File: src/trs_pkg.sv
// Shared constants, types and helpers for the model matrix builder.
package trs_pkg;

	localparam int NSTEP = 20;

	typedef logic signed [31:0] q16_t;
	typedef logic signed [25:0] deg_t;
	typedef logic signed [33:0] crd_t;
	typedef logic signed [32:0] rot_t;

	// Angle constants in Q16.16 degrees
	localparam logic [31:0] DEG360_U = 32'd23592960;
	localparam deg_t DEG360 = 26'sd23592960;
	localparam deg_t DEG180 = 26'sd11796480;
	localparam deg_t DEG90 = 26'sd5898240;
	// Offset of 2^31 modulo 360 degrees
	localparam deg_t BIAS_MOD = 26'sd524288;
	// CORDIC start vector length, Q2.30
	localparam crd_t CORDIC_GAIN = 34'sd652032874;

	localparam deg_t ATAN [NSTEP] = '{
		26'sd2949120, 26'sd1740967, 26'sd919879, 26'sd466945, 26'sd234379,
		26'sd117304, 26'sd58666, 26'sd29335, 26'sd14668, 26'sd7334,
		26'sd3667, 26'sd1833, 26'sd917, 26'sd458, 26'sd229,
		26'sd115, 26'sd57, 26'sd29, 26'sd14, 26'sd7
	};

	// Q2.30 product, rounded to nearest with ties up
	function automatic q16_t mul30(input q16_t a, input q16_t b);
		logic signed [63:0] p;
		begin
			p = a * b;
			p = p + 64'sd536870912;
			return p[61:30];
		end
	endfunction

endpackage

File: src/trs_row_serial.sv
// Row buffer that sends one matrix as three row requests and backs up the pipeline.
module trs_row_serial (
	input  logic            clk,
	input  logic            arst_n,
	input  logic            v_in,
	input  trs_pkg::q16_t   ent [3][4],
	output logic            en,
	output logic            out_valid,
	input  logic            out_ready,
	output logic [1:0]      row_index,
	output trs_pkg::q16_t   col0,
	output trs_pkg::q16_t   col1,
	output trs_pkg::q16_t   col2,
	output trs_pkg::q16_t   col3,
	output logic            last_row
);

	localparam logic [1:0] LAST_ROW = 2'd2;

	logic          full_q;
	logic [1:0]    row_q;
	trs_pkg::q16_t buf_q [3][4];
	logic          done;
	logic          take;

	// Take a new matrix when the buffer is empty or its last row leaves now
	assign done = full_q && out_ready && (row_q == LAST_ROW);
	assign take = v_in && (!full_q || done);
	assign en   = !v_in || take;

	// Track buffer occupancy and current row
	always_ff @(posedge clk or negedge arst_n) begin
		if (!arst_n) begin
			full_q <= 1'b0;
			row_q  <= '0;
		end else if (take) begin
			full_q <= 1'b1;
			row_q  <= '0;
		end else if (done) begin
			full_q <= 1'b0;
			row_q  <= '0;
		end else if (full_q && out_ready) begin
			row_q <= row_q + 2'd1;
		end
	end

	// Load matrix
	always_ff @(posedge clk) begin
		if (take)
			buf_q <= ent;
	end

	assign out_valid = full_q;
	assign row_index = row_q;
	assign col0      = buf_q[row_q][0];
	assign col1      = buf_q[row_q][1];
	assign col2      = buf_q[row_q][2];
	assign col3      = buf_q[row_q][3];
	assign last_row  = (row_q == LAST_ROW);

endmodule

File: config.mk
export PLATFORM = sky130hd
export DESIGN_NAME = trs_row_serial
export DESIGN_NICKNAME = d
export VERILOG_FILES = /design/src/trs_pkg.sv /design/src/trs_row_serial.sv
export SDC_FILE = /design/constraint.sdc
export NUM_CORES = 1
export LEC_CHECK = 0
export BUFFER_PORTS_ARGS = -buffer_cell sky130_fd_sc_hd__clkbuf_2
export CAP_MARGIN = 20
export CORE_AREA = 2 2 201 203
export CTS_BUF_LIST = sky130_fd_sc_hd__clkbuf_16
export DETAILED_ROUTE_END_ITERATION = 12
export DIE_AREA = 0 0 203 205
export PLACE_DENSITY = 0.62
export SYNTH_ARGS = -nofsm -noshare
export SYNTH_HDL_FRONTEND = slang
export SYNTH_SLANG_ARGS = --single-unit
File: constraint.sdc
create_clock -name clk -period 31.3 [get_ports clk]
set_clock_uncertainty 0.15 [all_clocks]
set_input_delay 4.695 -clock clk [delete_from_list [all_inputs] [get_ports clk]]
set_output_delay 4.695 -clock clk [all_outputs]
set_load 0.05 [all_outputs]
## Word-level counts from Yosys, hierarchy flattened

Index checks and enable logic that the tools add are counted.

- Bits in registers: 387
- Bits of input ports: 388
- Output and inout port bits: 133
- Word-level logic and storage cells: 35

- Add/sub/neg operators: 1
- Magnitude comparators: 1
- Equality and inequality tests: 1
- Mux-type cells: 8
- Bitwise gates (word level): 1
- Reductions and logical operators: 9

Operators with widths:

| cell | number |
|---|---|
| $bmux W128 S2 | 1 |
| $mux W128 | 2 |
| $mux W2 | 3 |
| $ge A3 B3 Y1 const B | 1 |
| $logic_and A1 B1 Y1 | 3 |
| $not A2 Y3 | 1 |
| $reduce_bool A3 Y1 | 1 |
| $add A2 B1 Y2 const B | 1 |
| $eq A2 B2 Y1 const B | 1 |
| $logic_not A1 Y1 | 2 |
| $logic_or A1 B1 Y1 | 2 |
| $mux W1 | 2 |
| $reduce_bool A2 Y1 | 1 |

## Longest topological paths before layout

Gate-level depths: netlist of the first run.

- Depth after elaboration: 5
- Depth in mapped cells: 5
- Gate-level depth less buffers: 2

## Worst setup path before layout of the first run

No wires, ideal clock.

- Path type: input-to-reg
- Start: input out_ready
- End: register buf_q[0] in the netlist's numbering, enable pin
- Library setup time: 1234 ps
- Data arrival time: 22766 ps
- Required time: 29916 ps
- Path slack: 7150 ps
- Stages: 2
- Buffers on the path: 0
- Cells stage by stage: nand3b_1 > a21boi_1

- Cells in the longest elaborated chain, start to end: 4

Ends and longest elaborated chain:

| what | RTL line | source |
|---|---|---|
| start: declaration | trs_row_serial.sv:9 | `input logic out_ready,` |
| $logic_and A1 B1 Y1 (2 in a row) | trs_row_serial.sv:27 | `assign done = full_q && out_ready && (row_q == LAST_ROW);` |
| $logic_or A1 B1 Y1 | trs_row_serial.sv:28 | `assign take = v_in && (!full_q \|\| done);` |
| $logic_and A1 B1 Y1 | trs_row_serial.sv:28 |  |
| via take | trs_row_serial.sv:24 | `logic take;` |
| end signal: assignment | trs_row_serial.sv:50 | `buf_q <= ent;` |
| end: declaration | trs_row_serial.sv:22 | `trs_pkg::q16_t buf_q [3][4];` |

The timed path passes the listed nets, and every way through them passes these cells.
A chain may end at the register's enable or synchronous reset.

## Worst setup path after layout of the first run

- Start: input out_ready
- End: output en

- Cells in the longest elaborated chain, start to end: 5

Ends and longest elaborated chain:

| what | RTL line | source |
|---|---|---|
| $logic_and A1 B1 Y1 (2 in a row) | trs_row_serial.sv:27 |  |
| $logic_or A1 B1 Y1 | trs_row_serial.sv:28 |  |
| $logic_and A1 B1 Y1 | trs_row_serial.sv:28 |  |
| $logic_or A1 B1 Y1 | trs_row_serial.sv:29 | `assign en = !v_in \|\| take;` |
| end: declaration | trs_row_serial.sv:7 | `output logic en,` |

Every way passes these cells.

==> impl_results.md, run 1 <==
- Status: completed
- Achievable Freq: 97.92 MHz
- Clk Latency, worst-skew pair: 0.53 ns
- Synth Cell Area: 14800 sq um
- Total GRT Usage: 16.71%
- Area share of the leading cell type in the synthesized netlist: 77.90%
- Max Cap Viol: 0
- Final slew viol count: 0
- Global routing's busiest layer: met2
- Root Driver: clkbuf_16
- Synthesized area per cell: 21.24 sq um
- Detail Placement HPWL: 24.44 mm
- CP max FO: 4
- Largest net degree at the start of global routing: 188
- Post-Syn Nets: 1085
- Leakage power total: 7.370 nW
- Antenna diodes: 0
- Gpl congestion: 0.7903
- Sequential cell area fraction in the yosys report: 78.41%
- Total setup buffers inserted after CTS: 0
- Vias: 8420
- Setup TNS: 0 ns
- Fillers: 3439
- Setup violators final: 0
- Fin nets: 1612
- Layout overhead on the synthesized area: 28.57%
- Dpl cells: 1705
- Worst Tran Pin Value: 1.153 ns
- Worst path arrival time: 5.37 ns
- Clk buf depth: 3
- Routing usage on met3: 5.600%
- Die height: 205 um
- Area after DPL: 17710 sq um
- Iteration count of the initial detailed-routing pass: 4
- Finished Layout Cells: 1780
- EDFF count, synth: 384
- Minimum setup slack in the final design: 21.09 ns
- Post-Synthesis Cells: 697
- Maximum level of the CTS H-tree: 2
- Final Cell Area: 19030 sq um
- Final hold slack: 0.5345 ns
- CTS resizes: 0
- Routing usage on met2: 28.16%
- Synthesis-stage register bit count: 387
- Most area-consuming cells after synthesis: edfxtp_1, mux2i_1, o2bb2ai_1
- Yosys warns: 0
- Top cells by count, synth: edfxtp_1, mux2i_1, o2bb2ai_1
- Sink Count: 387
- Crit Path Class: in2out
- CORE AREA: 39370 sq um
- IO Port Bufs: 520
- CP startpoint kind: primary input
- Synth async-reset ratio: 0.7752%
- DIE AREA: 41620 sq um
- Post-DR vias/cell: 4.730
- Synth area leader: edfxtp_1
- I/O Pins: 521
- DIE WIDTH: 203 um
- Layout cells sized above 1: 49.72%
- Place WS: 21.09 ns
- Vias in the first global route: 8776
- Peak VDD IR: 60.00 uV
- Primary FF master, synth: edfxtp_1
- Clock slew at reported path FFs: 0.06 ns
- Pwr Density: 98.61 nW/um^2
- Fin crit period: 10.21 ns
- Setup crit end kind: output pin
- Initial antenna violation count: 0
- Post-Route WL: 35.86 mm
- Number of remaining DRC errors: 0
- CTS tree: yes
- Drt initial violations: 439
- Crit path required time: 26.46 ns
- Slew headroom: 23.16%
- Initial core utilization: 37.60%
- Most frequent cell after synthesis: edfxtp_1
- First-pass GRT wire length: 51.93 mm
- Met1 Resource Use GR: 19.53%
- Global route overflow: 0
- Yosys cell types: 20
- Antenna-violating nets left: 0
- Final hold violations: 0
- CTS buffer count: 42
- DR WL/cell: 20.15 um
- Rows: 73
- Hold Crit Class: reg2reg
- Cts hold-fix bufs: 0
- Tcrit/Tclk final: 32.63%
- RSZ-0062 raised after global routing: false
## cell families (layout without fill, tap and decap cells)
logic type | count (synthesis) | after routing | synth area share (%)
flip-flops | 387 | 387 | 78.41
AO/OA/AOI/OAI | 132 | 132 | 9.484
multiplexers | 129 | 129 | 8.724
buffers and inverters | 44 | 602 | 3.094
AND/OR/NAND/NOR | 5 | 5 | 0.2874
## report_power, final
| part | switching [mW] | internal [mW] |
|---|---|---|
| sequential | 0.0253 | 0.652 |
| clock | 0.195 | 0.281 |
| combinational | 0.549 | 0.175 |
## worst paths after layout
kind,startpoint,slack [ns],end,depth (start not counted)
min,out_valid,0.53,out_valid,1
min reg2reg,out_valid,0.53,out_valid,1
max reg2reg,row_index[0],28.29,buf_q[315],3
max in group asynchronous,arst_n,27.04,row_index[1],1
max,out_ready,21.09,en,4
min in group asynchronous,arst_n,3.81,out_valid,1
## worst max-delay path, cell delays in order
cell and delay (ns):
clkbuf_2 0.10, nand3b_1 0.16, nand3_1 0.13, clkbuf_2 0.28
## final cells by class
cell class,count,area (sq um),area share (%)
sequential,387,11610,61.03
clock buffer,43,1076,5.654
timing repair buffer,527,2693,14.15
tap,525,656.9,3.452
multi-input combinational,266,2749,14.44
clock inverter,32,242.7,1.275
## cells in the final DEF, fill, tap and decap left out
| cell | instances |
|---|---|
| buf_4 | 4 |
| nor2b_4 | 1 |
| clkinv_4 | 1 |
| o2bb2ai_1 | 88 |
| o2bb2ai_2 | 40 |
| dfrtp_1 | 1 |
| dfrtp_4 | 2 |
| buf_12 | 3 |
| nor2b_1 | 1 |
| inv_6 | 1 |
| a21boi_4 | 1 |
| clkinv_2 | 3 |
| nand3b_1 | 1 |
| a21o_1 | 2 |
| clkinv_1 | 9 |
| clkbuf_2 | 520 |
| clkbuf_16 | 43 |
| nand3_1 | 1 |
| edfxtp_1 | 384 |
| clkinvlp_4 | 1 |
| mux2i_1 | 129 |
| nor4bb_1 | 1 |
| a32o_1 | 1 |
| inv_1 | 13 |
| bufinv_16 | 4 |
## sequential cells by signal, indices dropped and copies added, names as in the netlist
name and count:
buf_q 384, out_valid 1, row_index 2
## through the flow
stage | total power [mW] | utilization [%]
finish | 1.877 | 48.34
global route | 1.951 | 48.34
CTS | 1.900 | 48.34
detailed placement | 1.421 | 44.99
global placement | 1.416 | 44.99
floorplan | 1.319 | -
## metal layers
metal  vias to the layer above  part of all wire (%)  wire (um)
li1                       3939                     -          -
met1                      4046                    37      13420
met2                       368                    50      18020
met3                        67                   9.3       3322
met4                         0                   3.0       1090
met5                         -                     0          0
(Power assumes the default switching activity.)
==> run 2, diff against run 1 <==
--- a/config.mk
+++ b/config.mk
@@ -7,11 +7,11 @@
 export LEC_CHECK = 0
 export BUFFER_PORTS_ARGS = -buffer_cell sky130_fd_sc_hd__clkbuf_2
 export CAP_MARGIN = 20
-export CORE_AREA = 2 2 201 203
+export CORE_AREA = 2 2 202 204
 export CTS_BUF_LIST = sky130_fd_sc_hd__clkbuf_16
 export DETAILED_ROUTE_END_ITERATION = 12
-export DIE_AREA = 0 0 203 205
-export PLACE_DENSITY = 0.62
+export DIE_AREA = 0 0 204 206
+export PLACE_DENSITY = 0.64
 export SYNTH_ARGS = -nofsm -noshare
 export SYNTH_HDL_FRONTEND = slang
 export SYNTH_SLANG_ARGS = --single-unit
==> constraint.sdc (replaced) <==
create_clock -name clk -period 8.8 [get_ports clk]
set_clock_uncertainty 0.15 [all_clocks]
set_input_delay 1.32 -clock clk [delete_from_list [all_inputs] [get_ports clk]]
set_output_delay 1.32 -clock clk [all_outputs]
set_load 0.05 [all_outputs]
==> run 2 against run 1 <==
Effect of this change: non-clock buffer count is 5 higher; utilization down 0.83 points; final cell count grew 0.67%; register-to-register slack worse by 24 ns; sequential share of layout area shrank 0.19 points; design area rose by 0.32%; count of clock-buffer cells in the layout is 1 higher; sequential power rose to 3.6 times the previous value; critical endpoint is now col3[1]; largest cell class unchanged; highest routed layer is now met5.
==> impl_results.md, run 2 (synthesis results as in run 1) <==
- Status: completed
- Cts hold-fix bufs: 0
- Most common cell after layout, fill and taps aside: clkbuf_2
- IO Port Bufs: 520
- Final hold violations: 0
- CP Cell Sequence: buf_4 > nor2b_4 > buf_4 > o2bb2ai_1 > clkbuf_2
- Initial core utilization: 36.84%
- Sink Count: 387
- Die height: 206 um
- Leakage power total: 7.391 nW
- Root Driver: clkbuf_16
- Max Cap Viol: 0
- First-pass GRT wire length: 50.99 mm
- CP max stage cell: dfrtp_4
- Antenna diodes: 0
- Sw Ratio: 40.78%
- Antenna-violating nets left: 0
- Post-DR vias/cell: 4.756
- Worst Tran Pin Value: 0.9727 ns
- CORE AREA: 40180 sq um
- Most frequent cells in the layout: clkbuf_2, edfxtp_1, mux2i_1
- Place WS: 4.416 ns
- Number of remaining DRC errors: 0
- Rows: 74
- Combinational power share: 37.6%
- Pwr Density: 349.9 nW/um^2
- Flop-to-flop setup slack: 4.68 ns
- Crit path required time: 7.33 ns
- DIE AREA: 42020 sq um
- Iteration count of the initial detailed-routing pass: 5
- Maximum level of the CTS H-tree: 2
- DIE WIDTH: 204 um
- CTS tree: yes
- Final slew viol count: 0
- Psw: 2.724 mW
- Total setup buffers inserted after CTS: 0
- I/O Pins: 521
- CP max FO: 63
- Largest reg by FF count: buf_q
- Gpl congestion: 0.8115
- Drt initial violations: 494
- Fin crit period: 4.862 ns
- Hold Crit Class: in2async
- Fin nets: 1618
- Worst path arrival time: 3.39 ns
- Reg power frac: 36.6%
- Crit path top cell by count: buf_4
- Int Power: 3.956 mW
- CTS buffer count: 43
- Largest net degree at the start of global routing: 97
- Minimum setup slack in the final design: 3.938 ns
- Initial antenna violation count: 2
- Achievable Freq: 205.7 MHz
- Clock slew at reported path FFs: 0.06 ns
- Clk Latency, worst-skew pair: 0.55 ns
- Setup violators final: 0
- Vias in the first global route: 8699
- Total GRT Usage: 16.29%
- Detail Placement HPWL: 25.27 mm
- Layout cells sized above 1: 50.08%
- CTS resizes: 0
- Tcrit/Tclk final: 55.24%
- Global route overflow: 0
- Clock power frac: 25.7%
- Clk buf depth: 3
- Post-Route WL: 36.02 mm
- Layout overhead on the synthesized area: 28.98%
- Peak VDD IR: 274.3 uV
- Crit Path Class: reg2out
- Crit-path max cell delay: 0.75 ns
- Slew headroom: 35.15%
- Number of flip-flops in the largest register: 384
- DR WL/cell: 20.10 um
- Vias: 8522
- RSZ-0062 raised after global routing: false
- CP startpoint kind: flop
- Setup crit end kind: output pin
- Setup TNS: 0 ns
run 2: changes by cell type in the layout (fill, tap and decap cells not counted), sizes merged:
cell,previous run,this run
clkinv,13,18
clkbuf,563,564
inv,14,9
clkinvlp,1,0
buf,7,12
run 2: cell type report:
class | count | area, sq um
Clock buffer | 44 | 1101
Clock inverter | 31 | 249.0
Fill cell | 3532 | 21090
Multi-Input combinational cell | 266 | 2749
Sequential cell | 387 | 11610
Tap cell | 532 | 665.6
Timing Repair Buffer | 532 | 2713
run 2: final timing paths:
check | start | endpoint | cells after the start
max in group asynchronous | arst_n | out_valid | 1
min in group clk | out_valid | out_valid | 1
worst max-delay path | row_index[0] | col3[1] | 5
worst min-delay path | arst_n | row_index[0] | 1
worst min register to register | out_valid | out_valid | 1
worst max register to register | row_index[0] | buf_q[84] | 5
run 2: per-layer routing:
layer	GRT usage, %	wire length [um]
met5	0	26
met4	6.108	881
met3	5.314	3092
met2	28.28	18500
met1	18.78	13510
run 2: per-stage QoR:
stage	hold slack, ns	cell area (sq um)	util, %	power [mW]	cells
after detailed placement	0.5189	17710	44.08	5.033	1716
after global placement	0.5166	17710	44.08	5.009	1716
after CTS	0.3626	19060	47.44	6.769	1791
final	0.4108	19090	47.51	6.680	1792
after global routing	0.3825	19090	47.51	6.941	1792
after floorplan	0.7476	14810	-	4.553	697
run 2: critical path: cells and delay by family, from the launching register on:
kind / cells / cell delay, ns
AND/OR/NAND/NOR: 1 / 0.20
buffers and inverters: 3 / 1.56
flip-flops: 1 / 0.75
AO/OA/AOI/OAI: 1 / 0.26
run 2: power groups by stage:
stage	Sequential, mW	Clock (mW)	Combinational [mW]
2_1_floorplan	2.47	0	2.08
3_3_place_gp	2.48	0	2.52
3_5_place_dp	2.50	0	2.54
4_1_cts	2.46	1.77	2.54
5_1_grt	2.47	1.83	2.64
6_report	2.45	1.72	2.51
==> run 3, diff against run 2 <==
--- a/config.mk
+++ b/config.mk
@@ -5,13 +5,14 @@
 export SDC_FILE = /design/constraint.sdc
 export NUM_CORES = 1
 export LEC_CHECK = 0
+export ABC_AREA = 1
 export BUFFER_PORTS_ARGS = -buffer_cell sky130_fd_sc_hd__clkbuf_2
 export CAP_MARGIN = 20
-export CORE_AREA = 2 2 202 204
+export CORE_AREA = 2 2 204 206
 export CTS_BUF_LIST = sky130_fd_sc_hd__clkbuf_16
 export DETAILED_ROUTE_END_ITERATION = 12
-export DIE_AREA = 0 0 204 206
-export PLACE_DENSITY = 0.64
+export DIE_AREA = 0 0 206 208
+export PLACE_DENSITY = 0.61
 export SYNTH_ARGS = -nofsm -noshare
 export SYNTH_HDL_FRONTEND = slang
 export SYNTH_SLANG_ARGS = --single-unit
==> constraint.sdc (replaced) <==
create_clock -name clk -period 4.2 [get_ports clk]
set_clock_uncertainty 0.15 [all_clocks]
set_input_delay 0.63 -clock clk [delete_from_list [all_inputs] [get_ports clk]]
set_output_delay 0.63 -clock clk [all_outputs]
set_load 0.05 [all_outputs]
==> run 3 against run 2 <==
Effect of this change: sequential share of layout area increased by 1.3 points; flip-flop and latch count stayed put; register-to-register slack got worse by 3.1 ns; synthesized cell count grew 40%; synthesized area shrank 3.5%; sequential power increased by 100%; clock power rose by 100%; count of clock-buffer cells in the layout shrank 1; wire length is 10% higher; power up 130%; worst hold slack got worse by 0.31 ns; largest cell class unchanged.
==> impl_results.md, run 3 <==
- Post-Synthesis Cells: 973
- CP startpoint kind: flop
- R2R Path End: buf_q[111]
- Reg2Reg Depth: 5
- Total power: 15.06 mW
- DIE AREA: 42850 sq um
- Synth Cell Area: 14290 sq um
- Most frequent cell after synthesis: edfxtp_1
- Sw Ratio: 46.08%
- Crit path required time: 3.42 ns
- RSZ-0062 raised after global routing: false
- Combinational power share: 43.9%
- Vias: 9756
- Detail Placement HPWL: 27.42 mm
- Top cells by count, synth: edfxtp_1, o21ai_0, nand2_1
- Rows: 74
- CTS resizes: 0
- Status: completed
- Leakage power total: 7.265 nW
- Maximum level of the CTS H-tree: 2
- CORE AREA: 40550 sq um
- Post-DR vias/cell: 4.738
- Minimum setup slack in the final design: 0.7226 ns
- Antenna-violating nets left: 0
- Initial core utilization: 35.23%
- Synthesized area per cell: 14.68 sq um
- Synth area leader: edfxtp_1
- Place WS: 1.227 ns
- Root Driver: clkbuf_16
- Most area-consuming cells after synthesis: edfxtp_1, o21ai_0, o21ai_1
- CP max FO: 45
- First-pass GRT wire length: 57.48 mm
- Sequential cell area fraction in the yosys report: 81.24%
- DIE WIDTH: 206 um
- Setup crit end kind: output pin
- R2r startpoint: row_index[0]
- Die height: 208 um
- Final slew viol count: 0
- Max Cap Viol: 0
- Layout overhead on the synthesized area: 30.85%
- Largest reg by FF count: buf_q
- Clk buf depth: 3
- Total GRT Usage: 17.80%
- Hold Crit Class: in2reg
- Number of remaining DRC errors: 0
- Critical path launch point: row_index[0]
- I/O Pins: 521
- Psw: 6.940 mW
- Initial antenna violation count: 2
- DR WL/cell: 19.26 um
- Final Util: 46.09%
- Clock power frac: 23.0%
- Primary FF master, synth: edfxtp_1
- Gpl congestion: 0.8502
- Tcrit/Tclk final: 82.79%
- Fillers: 3732
- Final hold violations: 0
- Number of flip-flops in the largest register: 384
- Fin nets: 1886
- Crit Path Class: reg2out
- Worst path arrival time: 2.70 ns
- Global route overflow: 0
- Peak VDD IR: 528.0 uV
- Yosys warns: 0
- Synth async-reset ratio: 0.7752%
- Clock slew at reported path FFs: 0.07 ns
- Area share of the leading cell type in the synthesized netlist: 80.71%
- Flop-to-flop setup slack: 1.59 ns
- Slew headroom: 49.04%
- Vias in the first global route: 9889
- Layout cells sized above 1: 39.19%
- Iteration count of the initial detailed-routing pass: 5
- Synthesis-stage register bit count: 387
- Yosys cell types: 17
- Int Power: 8.119 mW
- EDFF count, synth: 384
- Post-Route WL: 39.66 mm
- Pwr Density: 805.6 nW/um^2
- CTS buffer count: 41
- Most frequent cells in the layout: clkbuf_2, edfxtp_1, o21ai_0
- Clk Latency, worst-skew pair: 0.55 ns
- Fin crit period: 3.477 ns
- IO Port Bufs: 520
- Sequential cell area: 11610 sq um
- Sink Count: 387
- Drt initial violations: 800
- Largest net degree at the start of global routing: 135
- Achievable Freq: 287.6 MHz
- Most common cell after layout, fill and taps aside: clkbuf_2
- CTS tree: yes
- Reg power frac: 33.1%
- Crit path to: col3[6]
- Setup violators final: 0
- Worst Tran Pin Value: 0.7644 ns
- Footprint of the multi-input gates: 2327 sq um
- Post-Syn Nets: 1361
[run 3: what timing repair did]
action,4_1_cts,5_1_grt
hold buffers,1,0
buffers inserted,0,0
endpoints found under the hold margin,3,0
[run 3: layout make-up]
class / count / share of cell area (%)
sequential: 387 / 62.12
timing repair buffer: 538 / 14.93
multi-input combinational: 525 / 12.45
clock buffer: 43 / 5.756
tap: 532 / 3.561
clock inverter: 28 / 1.051
inverter: 5 / 0.1205
antenna: 1 / 0.01339
[run 3: worst min path at each step]
stage | start | depth (start not counted) | to
3_3_place_gp | arst_n | 1 | row_index[0]
2_1_floorplan | arst_n | 0 | out_valid
5_1_grt | ent[228] | 1 | buf_q[228]
4_1_cts | ent[31] | 1 | buf_q[31]
6_report | ent[31] | 1 | buf_q[31]
3_5_place_dp | arst_n | 1 | row_index[0]
[run 3: logic make-up after synthesis]
group | Yosys count | share of synthesized area, %
compound gates | 259 | 9.073
buf+inv | 61 | 2.601
flops | 387 | 81.24
simple gates | 266 | 7.085
[run 3: metrics by stage]
stage / hold WS [ns] / std cells / area [sq um] / setup TNS [ns]
2_1_floorplan: 0.1844 / 973 / 14310 / -1416.45
3_3_place_gp: 0.2869 / 1986 / 17410 / 0
3_5_place_dp: 0.2859 / 1986 / 17410 / 0
4_1_cts: 0.06067 / 2058 / 18690 / 0
5_1_grt: 0.06987 / 2059 / 18690 / 0
6_report: 0.09985 / 2059 / 18690 / 0
[run 3: power by group through the flow]
stage	registers, mW	logic [mW]	clock network, mW
after floorplan	5.16	4.95	0
after global placement	5.06	6.67	0
after detailed placement	5.07	6.70	0
after CTS	4.99	6.71	3.56
after global routing	5.02	7.03	3.69
final	4.98	6.62	3.46
[run 3: critical path, cell delays in order (launching register included)]
cell and delay [ns]:
dfrtp_4 0.62, inv_4 0.23, buf_4 0.50, nor2_1 0.07
o21ai_0 0.31, clkbuf_2 0.35
[run 3: metal layers]
metal / track usage [%] / vias up / share of wire [%]
met5: 0 / - / 0
met1: 21.49 / 4653 / 38
li1: - / 4601 / -
met2: 30.07 / 423 / 50
met3: 4.558 / 79 / 8.6
met4: 7.537 / 0 / 3.4
